--- src/rtl/gmrdp_pkg.sv ---
// Package for the Gram matrix row dot products core.
// Holds the parameter defaults and the controller/datapath command and status types.
// No dependencies.
package gmrdp_pkg;

    // Defaults for the top-level parameters
    localparam int DEF_MAX_DIM   = 64;
    localparam int DEF_ELEM_BITS = 16;

    // Commands from the controller to the datapath
    typedef struct packed {
        logic load;       // store the element of an input transfer
        logic row_start;  // row complete: start with column 0, element 0
        logic issue;      // read one element pair into the MAC pipeline
        logic out_load;   // move the finished sum into the output register
        logic next_j;     // advance to the next column of the result row
        logic row_done;   // last result of the row loaded: move to the next row
    } t_dp_cmd;

    // Status from the datapath to the controller
    typedef struct packed {
        logic col_last;   // load column is the last one of the row
        logic k_last;     // issue index is the last element of the row
        logic acc_done;   // accumulator holds a complete dot product
        logic j_is_i;     // current result column equals the result row
        logic out_free;   // output register can take a new result
    } t_dp_sts;

endpackage

--- src/rtl/gmrdp_ctrl.sv ---
// Controller state machine of the Gram matrix row dot products core.
// Sequences loading, MAC issue and result hand-over; uses gmrdp_pkg.
module gmrdp_ctrl (
    input  logic               i_clk,
    input  logic               i_rst_n,
    input  logic               i_in_valid,
    input  logic               i_cfg_wr,
    input  gmrdp_pkg::t_dp_sts i_sts,
    output logic               o_in_stall,
    output gmrdp_pkg::t_dp_cmd o_cmd
);

    localparam logic [1:0] S_LOAD  = 2'd0;
    localparam logic [1:0] S_ISSUE = 2'd1;
    localparam logic [1:0] S_DRAIN = 2'd2;

    logic [1:0] r_state;
    logic [1:0] n_state;

    // Next state and commands
    always_comb begin
        n_state    = r_state;
        o_cmd      = '0;
        o_in_stall = 1'b1;
        case (r_state)
            S_LOAD: begin
                o_in_stall = 1'b0;
                if (i_in_valid) begin
                    o_cmd.load = 1'b1;
                    if (i_sts.col_last) begin
                        o_cmd.row_start = 1'b1;
                        n_state         = S_ISSUE;
                    end
                end
            end
            S_ISSUE: begin
                o_cmd.issue = 1'b1;
                if (i_sts.k_last) begin
                    n_state = S_DRAIN;
                end
            end
            S_DRAIN: begin
                if (i_sts.acc_done && i_sts.out_free) begin
                    o_cmd.out_load = 1'b1;
                    if (i_sts.j_is_i) begin
                        o_cmd.row_done = 1'b1;
                        n_state        = S_LOAD;
                    end else begin
                        o_cmd.next_j = 1'b1;
                        n_state      = S_ISSUE;
                    end
                end
            end
            default: begin
                n_state = S_LOAD;
            end
        endcase
        // a register write starts a new matrix
        if (i_cfg_wr) begin
            n_state = S_LOAD;
        end
    end

    // State register
    always_ff @(posedge i_clk) begin
        if (!i_rst_n) begin
            r_state <= S_LOAD;
        end else begin
            r_state <= n_state;
        end
    end

endmodule

--- config.mk ---
export PLATFORM = sky130hd
export DESIGN_NAME = gmrdp_ctrl
export DESIGN_NICKNAME = d
export VERILOG_FILES = /design/src/rtl/gmrdp_pkg.sv /design/src/rtl/gmrdp_ctrl.sv
export SDC_FILE = /design/constraint.sdc
export NUM_CORES = 1
export LEC_CHECK = 0
export ABC_AREA = 1
export BUFFER_PORTS_ARGS = -buffer_cell sky130_fd_sc_hd__clkbuf_2
export CORE_AREA = 2 2 39 41
export CTS_CLUSTER_SIZE = 16
export DETAILED_ROUTE_END_ITERATION = 10
export DIE_AREA = 0 0 41 43
export PLACE_DENSITY = 0.42
export RECOVER_POWER = 25
export SYNTH_ARGS = -nofsm -noshare
export SYNTH_HDL_FRONTEND = slang
export SYNTH_SLANG_ARGS = --single-unit
--- constraint.sdc ---
create_clock -name i_clk -period 2.5 [get_ports i_clk]
set_input_delay 0.125 -clock i_clk [delete_from_list [all_inputs] [get_ports i_clk]]
set_output_delay 0.125 -clock i_clk [all_outputs]
set_load 0.01 [all_outputs]
Word-level counts from Yosys, hierarchy flattened
Index checks and enable logic that the tools add are counted.
{"block": "word_totals", "regBits": 2, "output_inout_bits": 7, "in_bits": 9, "wordCells": 27}
{"block": "op_classes", "eq_ne": 6, "reduce_logical": 4, "muxes": 15, "n_bitwise": 1}
{"operator": "2-bit 2-to-1 mux", "count": 6}
{"operator": "2-bit != test, second input constant", "count": 4}
{"operator": "1-bit 2-to-1 mux", "count": 6}
{"operator": "3-bit 2-to-1 mux", "count": 2}
{"operator": "2-bit one-hot mux with 3 select lines", "count": 1}
{"operator": "4-bit AND reduction", "count": 1}
{"operator": "2-bit by 1-bit equality test with 1-bit output, second input constant", "count": 1}
{"operator": "2-bit equality test, second input constant", "count": 1}
{"operator": "2-bit logical NOT", "count": 1}
{"operator": "2-bit OR reduction", "count": 1}
{"operator": "1-bit logical AND", "count": 1}
{"operator": "1-bit inverter", "count": 1}

Longest topological paths before layout
{"block": "depth", "ltp_word": 3, "depth_mapped": 5, "mapped_depth_nobuf": 5}

Least setup slack after synthesis
No wires, ideal clock.
{"block": "synth_timing", "path_type": "reg2out", "startpoint": "reg r_state[1]", "endpoint": "out o_cmd[0] (netlist bit)", "arrival_ns": 0.798, "stages_incl_launch_ff": 5, "n_path_buf": 0, "required_time_ns": 2.375, "path_slack_ns": 1.577, "path_cell_list": "dfxtp_1 -> inv_1 -> nor2_2 -> inv_2 -> nor3b_2"}
{"item": "start: declaration", "line_no": "gmrdp_ctrl.sv:17", "text": "logic [1:0] r_state;"}
{"item": "start signal: assignment", "line_no": "gmrdp_ctrl.sv:69", "text": "r_state <= n_state;"}
{"item": "end: declaration", "line_no": "gmrdp_ctrl.sv:10", "text": "output gmrdp_pkg::t_dp_cmd o_cmd"}

==> metrics.md <==
| Metric | Value |
|---|---|
| Clock sinks | 2 |
| Status | complete, no violations |
| Core area | 1384 sq um |
| Rows | 14 |
| RSZ-0062 raised after global routing | no |
| Max-cap violations | 0 |
| Avg Cell Area, Syn | just under 6 sq um |
| CP Max Fanout | 4 |
| Clk pin slew, worst setup/hold paths | 0.03 ns |
| Hold crit path type | input pin to flip-flop |
| Cell area after synthesis | 165.2 sq um |
| Crit path kind | flip-flop to output pin |
| Metal3 WL | 39 um |
| Layout cell share with drive strength beyond 1 | 50.00% |
| WL met2 | ~220 um |
| DRT Pass-1 Iters | 3 |
| Peak supply drop | 144.6 uV |
| Final worst path period need | 1.295 ns |
| Bufs on Longest Clock Path | 2 |
| Area Growth Syn to Fin | 69.70% |
| Pwr/cell area | 454.9 nW/um^2 |
| Seq/Total Area, Yosys | between 20% and 30% |
| Nets | 57 |
| Post-DRT Antenna Nets | 0 |
| Slowest-stage cell, CP | dfxtp_1 |
| Setup Skew | between 0.002 and 0.003 ns |
| Crit path buffers/inverters | 3 |
| Fmax | 772.3 MHz |
| DR top layer | met3 |
| Crit path largest cell delay | 0.37 ns |
| Resized cells post-CTS | 0 |
| Total track usage | ~6.2% |
| Final period util | 51.80% |
| Cts hold-fix bufs | 0 |
| Wire length per cell | 6.919 um |
| Largest regs | r_state (2) |
| CTS tree | built |
| Ant. Diodes | 0 |
| Initial core utilization | approximately an eighth |
| Worst Tran Pin Value | between 0.15 and 0.2 ns |
| Critical Path RT | roughly 2.4 ns |
| Num ports | 16 |
| Synth area leader | dfxtp_1 |
| Worst path cell trace | inv_1 -> nor2_1 -> inv_2 -> nor3b_2 -> clkbuf_2 |
| Max FFs per register | 2 |
| Largest net degree at the start of global routing | 6 |
| Layout Cells excl Fill | 62 |
| Syn_nets | 37 |
| Post-CTS Setup Inserts | 0 |
| Routed Wire Length | 429 um |
| RD Place Congestion | 0.6235 |
| Top cells by area, synth | dfxtp_1, nand2_1, inv_1 |
| Die area | between 1500 and 2000 sq um |
| Vias in the first global route | 223 |
| Vias per cell | 3.645 |
| DR vias | 226 |
| Synth warn | 0 |
| Met1 wire length | 175 um |
| Max_slew headroom | around nine tenths |
| GRT Residual Overflow | 0 |
| Worst path arrival time | 1.17 ns |
| Critical path's top delay family | flip-flops |
| # setup viols final | 0 |
| Total CTS buffers | 3 |
| Setup TNS Final | 0 ns |
| Hold Fails Final Rpt | 0 |
| # DRC | 0 |
| Die X | a little over 40 um |
| Dpl cells | 59 |
| Synth Register Bits | 2 |
| # port buffers | 15 |
| Clk_lat worst skew | 0.22 ns |
| Crit end category | output pin |
| Most flop-heavy register | r_state |
| Startpoint Class | flip-flop |
| Cells after synthesis | 28 |
| First-pass GRT wire length | 703 um |
| Final Slew Violations | 0 |
| Initial DRC count | 1 |
| Yosys cell types | 11 |
| H-tree Lvls | 1 |
| Initial antenna violation count | 0 |
| HPWL Detailed | 379.5 um |
| Chip height | ~43 um |
| Pleak | 0.1570 nW |
| Top cell type's share of synthesized area | 24.24% |
| Root Buffer | clkbuf_4 |
[kinds of logic after synthesis]
| kind of cell | share of synthesized area (%) |
|---|---|
| AND/OR/NAND/NOR | 50.75 |
| flip-flops | 24.24 |
| AO/OA/AOI/OAI | 9.088 |
| buffers and inverters | 15.91 |
[cells in the mapped netlist (all sizes together)]
library cell and count:
nor2 6, nand4 1, dfxtp 2, nand3 1, nor3 1, nor3b 1, a21oi 3, inv 7
nand2 6
[cell usage in the layout (no fill, tap or decap)]
master / instances
nor3b_2: 1
nand2_1: 6
inv_2: 2
inv_1: 5
clkbuf_4: 3
nor3_2: 1
nand4_1: 1
a21oi_1: 3
nor2_2: 1
dfxtp_1: 2
clkbuf_2: 15
nor2_1: 5
nand3_1: 1
[through the flow]
step                setup slack [ns]  util, %  power, mW  hold slack [ns]  cell area [sq um]
floorplan                      1.577        -    0.04679           0.2692              165.2
global placement               1.480    18.81    0.05891           0.3745              260.3
detailed placement             1.463    18.81    0.05878           0.3848              260.3
CTS                            1.217    20.43     0.1343           0.1445              282.8
global route                   1.094    20.25     0.1407           0.1539              280.3
finish                         1.205    20.25     0.1275           0.1522              280.3
[per-layer routing]
metal	vias to the layer above	GRT usage, %
li1	124	-
met1	96	5.128
met2	6	9.375
met3	0	3.665
met4	0	6.000
met5	-	0
[path summary, 6_finish.rpt]
| check | start | end | slack, ns | cells past startpoint |
|---|---|---|---|---|
| hold reg to reg | r_state[0]$_SDFFE_PP0P_ | r_state[0]$_SDFFE_PP0P_ | 0.57 | 2 |
| setup reg to reg | r_state[1]$_SDFFE_PP0P_ | r_state[0]$_SDFFE_PP0P_ | 1.56 | 5 |
| hold / removal | i_rst_n | r_state[1]$_SDFFE_PP0P_ | 0.15 | 3 |
| setup / recovery | r_state[1]$_SDFFE_PP0P_ | o_cmd[0] | 1.21 | 5 |
[worst reg2reg max path, cell delays in order, from the launching register on]
cell     delay, ns
dfxtp_1       0.37
inv_1         0.07
nor2_1        0.14
nand2_1       0.10
nand4_1       0.08
a21oi_1       0.06
[area by class of cell]
type / instances / area [sq um]
fillers: 183 / 1104
clock buffers: 3 / 22.52
flip-flops and latches: 2 / 40.04
repair buffers: 15 / 75.07
inverters: 7 / 26.28
well taps: 16 / 20.02
multi-input cells: 19 / 96.34
[report_power, final]
part	switching (mW)	internal, mW	total [mW]
clock	0.0169	0.0528	0.0697
combinational	0.0123	0.0111	0.0234
sequential	0.00121	0.0332	0.0344
No activity file was read; power rests on OpenSTA's default activity.
